### config.mk
export PLATFORM = sky130hd
export DESIGN_NAME = wti_ctrl
export DESIGN_NICKNAME = d
export VERILOG_FILES = /design/src/design/wti_pkg.sv /design/src/design/wti_ctrl.sv
export SDC_FILE = /design/constraint.sdc
export NUM_CORES = 1
export LEC_CHECK = 0
export BUFFER_PORTS_ARGS = -buffer_cell sky130_fd_sc_hd__buf_2
export CAP_MARGIN = 5
export CORE_ASPECT_RATIO = 1.75
export CORE_MARGIN = 3
export CORE_UTILIZATION = 36
export CTS_CLUSTER_SIZE = 30
export DETAILED_ROUTE_END_ITERATION = 10
export PLACE_DENSITY = 0.53
export SLEW_MARGIN = 25
export SYNTH_ARGS = -nofsm -noshare
export SYNTH_HDL_FRONTEND = slang
export SYNTH_SLANG_ARGS = --single-unit
### constraint.sdc
create_clock -name clk -period 3.1 [get_ports clk]
set_input_delay 0.62 -clock clk [delete_from_list [all_inputs] [get_ports clk]]
set_output_delay 0.62 -clock clk [all_outputs]
set_load 0.03 [all_outputs]
### src/design/wti_pkg.sv
// Shared types, widths and codes for the waypoint trajectory interpolator.
package wti_pkg;

  localparam int MaxPoints = 16;
  localparam int IdxW = 4;
  localparam int CfgW = 5;

  localparam int DivNumW = 49;
  localparam int DivDenW = 16;
  localparam int MulHalfW = 31;
  localparam int MulOpW = 2 * MulHalfW;
  localparam int MulProdW = 2 * MulOpW;

  localparam logic [1:0] MODE_WRITE  = 2'd0;
  localparam logic [1:0] MODE_HOLD   = 2'd1;
  localparam logic [1:0] MODE_LINEAR = 2'd2;
  localparam logic [1:0] MODE_PVT    = 2'd3;

  typedef logic signed [63:0] wide_t;

  typedef struct packed {
    logic [1:0]         mode;
    logic [IdxW-1:0]    point_index;
    logic [15:0]        point_time;
    logic signed [31:0] point_position;
    logic signed [31:0] point_velocity;
    logic [15:0]        query_time;
  } in_item_t;

  typedef struct packed {
    logic signed [31:0] position_out;
    logic [IdxW-1:0]    segment_used;
    logic               fault;
  } out_item_t;

  typedef struct packed {
    logic [15:0]        time_ms;
    logic signed [31:0] position;
    logic signed [31:0] velocity;
  } point_t;

  typedef enum logic [4:0] {
    OP_NONE, OP_LOAD, OP_SRCH_RD, OP_RD0, OP_RD1, OP_GEOM,
    OP_W_DIV, OP_W_FIN, OP_HOLD_FIN, OP_FAULT_FIN,
    OP_LIN_MUL, OP_LIN_DIV, OP_LIN_FIN,
    OP_S_DIV, OP_S_FIN, OP_A_MUL, OP_A_FIN, OP_B_MUL, OP_B_FIN,
    OP_AU_MUL, OP_AU_FIN, OP_BS_MUL, OP_BS_FIN, OP_SU_MUL, OP_SU_FIN,
    OP_SUI_MUL, OP_SUI_FIN, OP_UP_MUL, OP_UP_FIN, OP_SP_MUL, OP_SP_FIN,
    OP_DONE
  } op_t;

  typedef struct packed {
    op_t op;
  } ctrl_cmd_t;

  typedef struct packed {
    logic [1:0] mode;
    logic       fault;
    logic       srch_last;
    logic       out_free;
    logic       mul_busy;
    logic       div_busy;
  } dp_status_t;

endpackage

### src/design/wti_ctrl.sv
// Controller: sequences search, table reads and the arithmetic program of each item.
module wti_ctrl (
  input  logic                clk,
  input  logic                rst,
  input  logic                items_valid,
  output logic                items_ready,
  input  wti_pkg::dp_status_t status,
  output wti_pkg::ctrl_cmd_t  cmd
);
  import wti_pkg::*;

  typedef enum logic [3:0] {
    S_IDLE, S_DISPATCH, S_SEARCH, S_DRAIN, S_FETCH0, S_FETCH1,
    S_GEOM, S_SELECT, S_RUN, S_WAIT
  } state_t;

  localparam int ProgLen = 30;
  localparam int PcW = $clog2(ProgLen);
  localparam logic [PcW-1:0] PC_WRITE = PcW'(0);
  localparam logic [PcW-1:0] PC_HOLD  = PcW'(3);
  localparam logic [PcW-1:0] PC_FAULT = PcW'(5);
  localparam logic [PcW-1:0] PC_LIN   = PcW'(7);
  localparam logic [PcW-1:0] PC_PVT   = PcW'(11);

  localparam op_t Program [ProgLen] = '{
    OP_W_DIV, OP_W_FIN, OP_DONE,
    OP_HOLD_FIN, OP_DONE,
    OP_FAULT_FIN, OP_DONE,
    OP_LIN_MUL, OP_LIN_DIV, OP_LIN_FIN, OP_DONE,
    OP_S_DIV, OP_S_FIN, OP_A_MUL, OP_A_FIN, OP_B_MUL, OP_B_FIN,
    OP_AU_MUL, OP_AU_FIN, OP_BS_MUL, OP_BS_FIN, OP_SU_MUL, OP_SU_FIN,
    OP_SUI_MUL, OP_SUI_FIN, OP_UP_MUL, OP_UP_FIN, OP_SP_MUL, OP_SP_FIN,
    OP_DONE
  };

  state_t         state;
  logic [PcW-1:0] pc;
  op_t            cur_op;
  logic           accept;
  logic           unit_start;

  always_comb begin
    cur_op      = Program[pc];
    items_ready = (state == S_IDLE);
    accept      = items_valid && items_ready;
    case (cur_op) inside
      OP_W_DIV, OP_LIN_MUL, OP_LIN_DIV, OP_S_DIV, OP_A_MUL, OP_B_MUL, OP_AU_MUL,
      OP_BS_MUL, OP_SU_MUL, OP_SUI_MUL, OP_UP_MUL, OP_SP_MUL: unit_start = 1'b1;
      default: unit_start = 1'b0;
    endcase
  end

  always_comb begin
    unique case (state)
      S_IDLE:   cmd.op = accept ? OP_LOAD : OP_NONE;
      S_SEARCH: cmd.op = OP_SRCH_RD;
      S_FETCH0: cmd.op = OP_RD0;
      S_FETCH1: cmd.op = OP_RD1;
      S_GEOM:   cmd.op = OP_GEOM;
      S_RUN:    cmd.op = (cur_op == OP_DONE && !status.out_free) ? OP_NONE : cur_op;
      default:  cmd.op = OP_NONE;
    endcase
  end

  always_ff @(posedge clk) begin
    if (rst) begin
      state <= S_IDLE;
      pc    <= '0;
    end else begin
      unique case (state)
        S_IDLE: begin
          if (accept) begin
            state <= S_DISPATCH;
          end
        end
        S_DISPATCH: begin
          if (status.mode == MODE_WRITE) begin
            pc    <= PC_WRITE;
            state <= S_RUN;
          end else begin
            state <= S_SEARCH;
          end
        end
        S_SEARCH: begin
          if (status.srch_last) begin
            state <= S_DRAIN;
          end
        end
        S_DRAIN:  state <= S_FETCH0;
        S_FETCH0: state <= S_FETCH1;
        S_FETCH1: state <= S_GEOM;
        S_GEOM:   state <= S_SELECT;
        S_SELECT: begin
          state <= S_RUN;
          if (status.mode == MODE_HOLD) begin
            pc <= PC_HOLD;
          end else if (status.fault) begin
            pc <= PC_FAULT;
          end else if (status.mode == MODE_LINEAR) begin
            pc <= PC_LIN;
          end else begin
            pc <= PC_PVT;
          end
        end
        S_RUN: begin
          if (cur_op == OP_DONE) begin
            if (status.out_free) begin
              state <= S_IDLE;
            end
          end else if (unit_start) begin
            state <= S_WAIT;
          end else begin
            pc <= pc + 1'b1;
          end
        end
        S_WAIT: begin
          if (!status.mul_busy && !status.div_busy) begin
            pc    <= pc + 1'b1;
            state <= S_RUN;
          end
        end
        default: state <= S_IDLE;
      endcase
    end
  end

  // A new item is taken only when neither arithmetic unit is still working.
  assert property (@(posedge clk) disable iff (rst)
    items_ready |-> !status.mul_busy && !status.div_busy)
    else $error("item accepted while an arithmetic unit is busy");

  // A result is handed over only when the output register can take it.
  assert property (@(posedge clk) disable iff (rst)
    cmd.op == OP_DONE |-> status.out_free)
    else $error("result loaded over an untaken result");

  // The unit started on the way into the wait state must be running.
  assert property (@(posedge clk) disable iff (rst)
    state == S_WAIT && $past(state) == S_RUN |-> status.mul_busy || status.div_busy)
    else $error("wait entered without a running unit");

endmodule

==> results.sh, run 1 <==
export IMPL_area_growth_pct=21.7
export IMPL_holdWs_ns=0.655
export IMPL_ys_seq_elements=9
export IMPL_cts_tree="built"
export IMPL_cts_buffers=3
export IMPL_pwr_share_comb=0.329
export IMPL_finalCriticalPeriod_ns=3.04
export IMPL_fill_cells=370
export IMPL_drc=0
export IMPL_diodes=0
export IMPL_fin_crit_sh=0.980
export IMPL_power_leakage_nw=0.657
export IMPL_cts_max_level=1
export IMPL_hold_viol=0
export IMPL_core_area_um2=3400
export IMPL_syn_area_um2=1280
export IMPL_drtPass1Iterations=4
export IMPL_net_switching_power_uw=157
export IMPL_cts_clk_slew_worst_paths_ns=0.05
export IMPL_holdBufCountCts=0
export IMPL_synth_top_flop_cell="dfxtp_1"
export IMPL_num_io_pins=16
export IMPL_clkSinkCount=9
export IMPL_ys_types=45
export IMPL_wl_um=3520
export IMPL_intPower_uw=268
export IMPL_antenna_found_initial=0
export IMPL_grt_max_degree=18
export IMPL_final_nets=206
export IMPL_antenna_left=0
export IMPL_synth_area_leader_cell="dfxtp_1"
export IMPL_grt_use_total=0.180
export IMPL_routabilityCongestion=0.809
export IMPL_critical_path_class="reg2out"
export IMPL_path_max_fanout=5
export IMPL_vias=1277
export IMPL_wl_per_cell_um=15.4
export IMPL_max_slew_margin_rel=0.679
export IMPL_dp_hpwl_um=2830
export IMPL_die_w_um=51.1
export IMPL_maxSlewViolCount=0
export IMPL_crit_arrival_ns=2.42
export IMPL_mostFrequentLayoutCell="nor2_1"
export IMPL_grt_pass1_vias=1297
export IMPL_seq_power_share=0.337
export IMPL_grt_overflow=0
export IMPL_worst_slew_pin_slew_ns=0.480
export IMPL_critPathLaunchType="flop"
export IMPL_port_buffers=15
export IMPL_cts_buffer_depth=2
export IMPL_yosysWarnings=0
export IMPL_cp_data_required_time_ns=2.48
export IMPL_timing_final_ws_setup_ns=0.0612
export IMPL_min_path_type="reg2reg"
export IMPL_cp_end_kind="output pin"
export IMPL_fp_dieH_um=84.9
export IMPL_avgSynthCellArea_um2=7.91
export IMPL_grt_pass1_wl_um=5960
export IMPL_drive_gt1_frac=0.332
export IMPL_vias_per_cell=5.58
export IMPL_status="completed"
export IMPL_yosysSeqAreaShare=0.141
export IMPL_async_flop_share=0
export IMPL_ir_worst_vdd_v=0.000218
export IMPL_synth_top_area_share=0.141
export IMPL_initialDrtViolationCount=25
export IMPL_pwr_density_cell_nw_per_um2=273
export IMPL_netSwitchingFraction=0.370
export IMPL_core_rowCount=28
export IMPL_setup_viol=0
export IMPL_clockPowerShare=0.334
export IMPL_final_cell_mix="nor2_1, buf_4, buf_2"
export IMPL_syn_nets=183
export IMPL_fmax_ghz=0.329
export IMPL_die_area_um2=4340
export IMPL_syn_inst=162
export IMPL_clk_latency_ns=0.24
export IMPL_synth_edf_count=0
export IMPL_dp_slack_ns=0.0830
export IMPL_clock_root_buffer="clkbuf_8"
export IMPL_start_util=0.377
export IMPL_clock_skew_ns=0.00485
export IMPL_synth_area_leaders="dfxtp_1, ha_1, nor2_1, mux2_4, mux4_2"
export IMPL_max_cap_violations=0
[final timing paths]
check | startpoint | slack [ns] | cells past startpoint | end
worst max-delay path | pc[0]$_SDFFE_PP0P_ | 0.06 | 8 | cmd[0]
worst min-delay path | state[2]$_SDFFE_PP0P_ | 0.66 | 2 | state[2]$_SDFFE_PP0P_
worst max register to register | pc[0]$_SDFFE_PP0P_ | 0.24 | 8 | pc[0]$_SDFFE_PP0P_
worst min register to register | state[2]$_SDFFE_PP0P_ | 0.66 | 2 | state[2]$_SDFFE_PP0P_
[sequential cells by signal, indices dropped and copies added, names as in the netlist]
| signal | count |
|---|---|
| pc | 5 |
| state | 4 |
[power groups by stage]
stage               Sequential [mW]  Combinational [mW]  Clock [mW]
detailed placement            0.146               0.136           0
global placement              0.145               0.134           0
floorplan                     0.128               0.115           0
CTS                           0.144               0.140       0.144
finish                        0.143               0.140       0.142
global route                  0.145               0.154       0.150
[cell type report]
cell class	count	area (um^2)	area share
Multi-Input combinational cell	132	1050	0.672
Timing Repair Buffer	30	190	0.122
Clock buffer	4	45.0	0.0289
Sequential cell	9	186	0.120
Tap cell	45	56.3	0.0361
Inverter	9	33.8	0.0217
[cell usage after synthesis, drive strengths merged, types with 2 or more instances]
cell type	number
mux2i	3
nand3	7
dfxtp	9
inv	9
o21ai	11
a21oi	10
nor2	22
nand2	13
xnor2	2
nor2b	6
o21a	3
mux4	5
mux2	5
nor3	2
ha	11
clkbuf	5
xor2	5
or3	2
buf	7
o32a	3
a2111o	2
a31oi	4
[per-stage QoR]
step / std cells / power [mW] / utilization / cell area [um^2] / setup TNS (ns)
6_report: 229 / 0.425 / 0.459 / 1560 / 0
2_1_floorplan: 162 / 0.243 / - / 1300 / 0
5_1_grt: 229 / 0.449 / 0.459 / 1560 / -0.00438
3_5_place_dp: 222 / 0.282 / 0.426 / 1450 / 0
3_3_place_gp: 222 / 0.279 / 0.426 / 1450 / 0
4_1_cts: 227 / 0.428 / 0.449 / 1530 / 0
[cells by family (layout without fill, tap and decap cells)]
logic type	Yosys count	count (layout)	share of synthesized area
AOI/OAI and AO/OA	43	43	0.236
xor gates and xnor gates	7	7	0.0479
and+or+nand+nor	58	58	0.209
adders and majority gates	11	11	0.107
muxes	13	13	0.176
buffers and inverters	21	43	0.0830
DFF	9	9	0.141
[layer usage]
metal,track usage,part of all wire,vias up
met5,0,0,-
met4,0.0956,0.033,0
met3,0.0176,0.020,9
met2,0.343,0.57,25
met1,0.181,0.37,617
li1,-,-,626
[worst max-delay path: stages, from the launching register on]
cell	delay [ns]
dfxtp_4	0.36
inv_2	0.07
ha_4	0.16
mux4_2	0.49
o21a_1	0.20
a2111o_1	0.39
o21ai_4	0.23
o32ai_2	0.10
buf_4	0.18
[repair_timing]
item	in CTS	in global routing
gates resized for setup	9	5
setup buffers	1	2
pin swaps	4	3
endpoints found under the setup margin	5	5
Power figures use the tool's default switching activity.
==> run 2, diff against run 1 <==
- PLACE_DENSITY: 0.53 -> 0.51
- clock period: 3.1 -> 3.45 ns (I/O delays scaled with it)
==> results.sh, run 2 (synthesized netlist as in run 1, its figures left out) <==
export IMPL_status="completed"
export IMPL_die_area_um2=4340
export IMPL_fp_dieH_um=84.9
export IMPL_regMostFlops="pc"
export IMPL_setup_tns_ns=0
export IMPL_cts_max_level=1
export IMPL_power_leakage_nw=0.617
export IMPL_initialDrtViolationCount=25
export IMPL_wl_per_cell_um=15.2
export IMPL_power_uw=368
export IMPL_final_nets=198
export IMPL_grt_pass1_wl_um=5670
export IMPL_largest_reg_flops=5
export IMPL_hold_viol=0
export IMPL_fin_crit_sh=0.962
export IMPL_final_cell_mix="nor2_1, buf_2, nand2_1"
export IMPL_clk_latency_ns=0.23
export IMPL_wl_um=3360
export IMPL_grt_max_degree=17
export IMPL_path_max_fanout=7
export IMPL_routabilityCongestion=0.883
export IMPL_timing_final_ws_setup_ns=0.131
export IMPL_cts_buffer_depth=2
export IMPL_min_path_type="reg2reg"
export IMPL_critical_path_class="reg2out"
export IMPL_start_util=0.377
export IMPL_grt_use_total=0.168
export IMPL_cpMaxStageDelayCell="mux4_1"
export IMPL_cts_clk_slew_worst_paths_ns=0.05
export IMPL_crit_path_cell_trace="inv_1 > ha_1 > mux4_1 > o21a_1 > a2111o_1 > o21ai_4 > o21ai_0 > buf_2"
export IMPL_maxSlewViolCount=0
export IMPL_cp_data_required_time_ns=2.76
export IMPL_grt_overflow=0
export IMPL_vias=1233
export IMPL_cts_tree="built"
export IMPL_antenna_found_initial=0
export IMPL_fill_cells=358
export IMPL_worst_slew_pin_slew_ns=0.445
export IMPL_max_slew_margin_rel=0.703
export IMPL_fin_util=0.426
export IMPL_drc=0
export IMPL_largestRegisters="pc x5, state x4"
export IMPL_crit_arrival_ns=2.63
export IMPL_vias_per_cell=5.58
export IMPL_drive_gt1_frac=0.227
export IMPL_mostFrequentLayoutCell="nor2_1"
export IMPL_stdcell_count=221
export IMPL_diodes=0
export IMPL_cp_end_kind="output pin"
export IMPL_core_area_um2=3400
export IMPL_max_stage_delay_ns=0.57
export IMPL_critPathLaunchType="flop"
export IMPL_setup_viol=0
export IMPL_port_buffers=15
export IMPL_placed_cells=217
export IMPL_cts_buffers=3
export IMPL_core_rowCount=28
export IMPL_finalCriticalPeriod_ns=3.32
export IMPL_holdBufCountCts=0
export IMPL_post_cts_repair_setup_buffers=0
export IMPL_max_cap_violations=0
export IMPL_die_w_um=51.1
export IMPL_num_io_pins=16
export IMPL_dp_hpwl_um=2700
export IMPL_clock_root_buffer="clkbuf_8"
export IMPL_ir_worst_vdd_v=0.000235
export IMPL_clock_skew_ns=0.00238
export IMPL_pwr_density_cell_nw_per_um2=254
export IMPL_grt_pass1_vias=1263
export IMPL_area_growth_pct=13.1
export IMPL_fmax_ghz=0.301
export IMPL_antenna_left=0
export IMPL_dp_slack_ns=0.136
export IMPL_clkSinkCount=9
export IMPL_drtPass1Iterations=4
## run 2: cell count changes in the layout (fill, tap and decap cells not counted), sizes merged
cell and delta:
buf -8
## run 2: where the power goes
part | internal (mW) | total (mW) | switching (mW)
Sequential | 0.110 | 0.127 | 0.0169
Clock | 0.0807 | 0.124 | 0.0437
Combinational | 0.0446 | 0.116 | 0.0717
Total | 0.236 | 0.368 | 0.132
## run 2: per-layer routing
metal	routed length, um	GRT usage
met1	1250	0.176
met5	0	0
met3	75	0.0105
met4	110	0.0784
met2	1920	0.323
## run 2: worst paths after layout
check | cells past startpoint | startpoint | slack, ns | to
worst max-delay path | 8 | pc[1]$_SDFFE_PP0P_ | 0.13 | cmd[2]
worst min-delay path | 1 | state[3]$_SDFFE_PP0P_ | 0.65 | state[2]$_SDFFE_PP0P_
worst max register to register | 10 | pc[0]$_SDFFE_PP0P_ | 0.40 | pc[0]$_SDFFE_PP0P_
worst min register to register | 1 | state[3]$_SDFFE_PP0P_ | 0.65 | state[2]$_SDFFE_PP0P_
## run 2: repair_timing
action / in CTS / in global routing
setup endpoints to repair: 5 / 5
pin swaps: 0 / 0
resized for setup: 1 / 2
## run 2: cell type report
class	instances	area, um^2	share of cell area
timing repair buffer	22	128	0.0881
multi-input combinational	132	1010	0.694
inverter	9	33.8	0.0233
clock buffer	4	45.0	0.0311
tap	45	56.3	0.0389
sequential	9	180	0.124
## run 2: worst max-delay path, delay by kind of cell (launching register included)
family | cells | cell delay (ns)
AOI/OAI and AO/OA | 4 | 0.96
adders and majority gates | 1 | 0.24
buffers and inverters | 2 | 0.31
DFF | 1 | 0.32
muxes | 1 | 0.57
## run 2: stage by stage
step	instance area [um^2]	hold slack, ns
floorplan	1280	0.641
global placement	1390	0.641
detailed placement	1390	0.643
CTS	1440	0.652
global route	1450	0.716
finish	1450	0.651
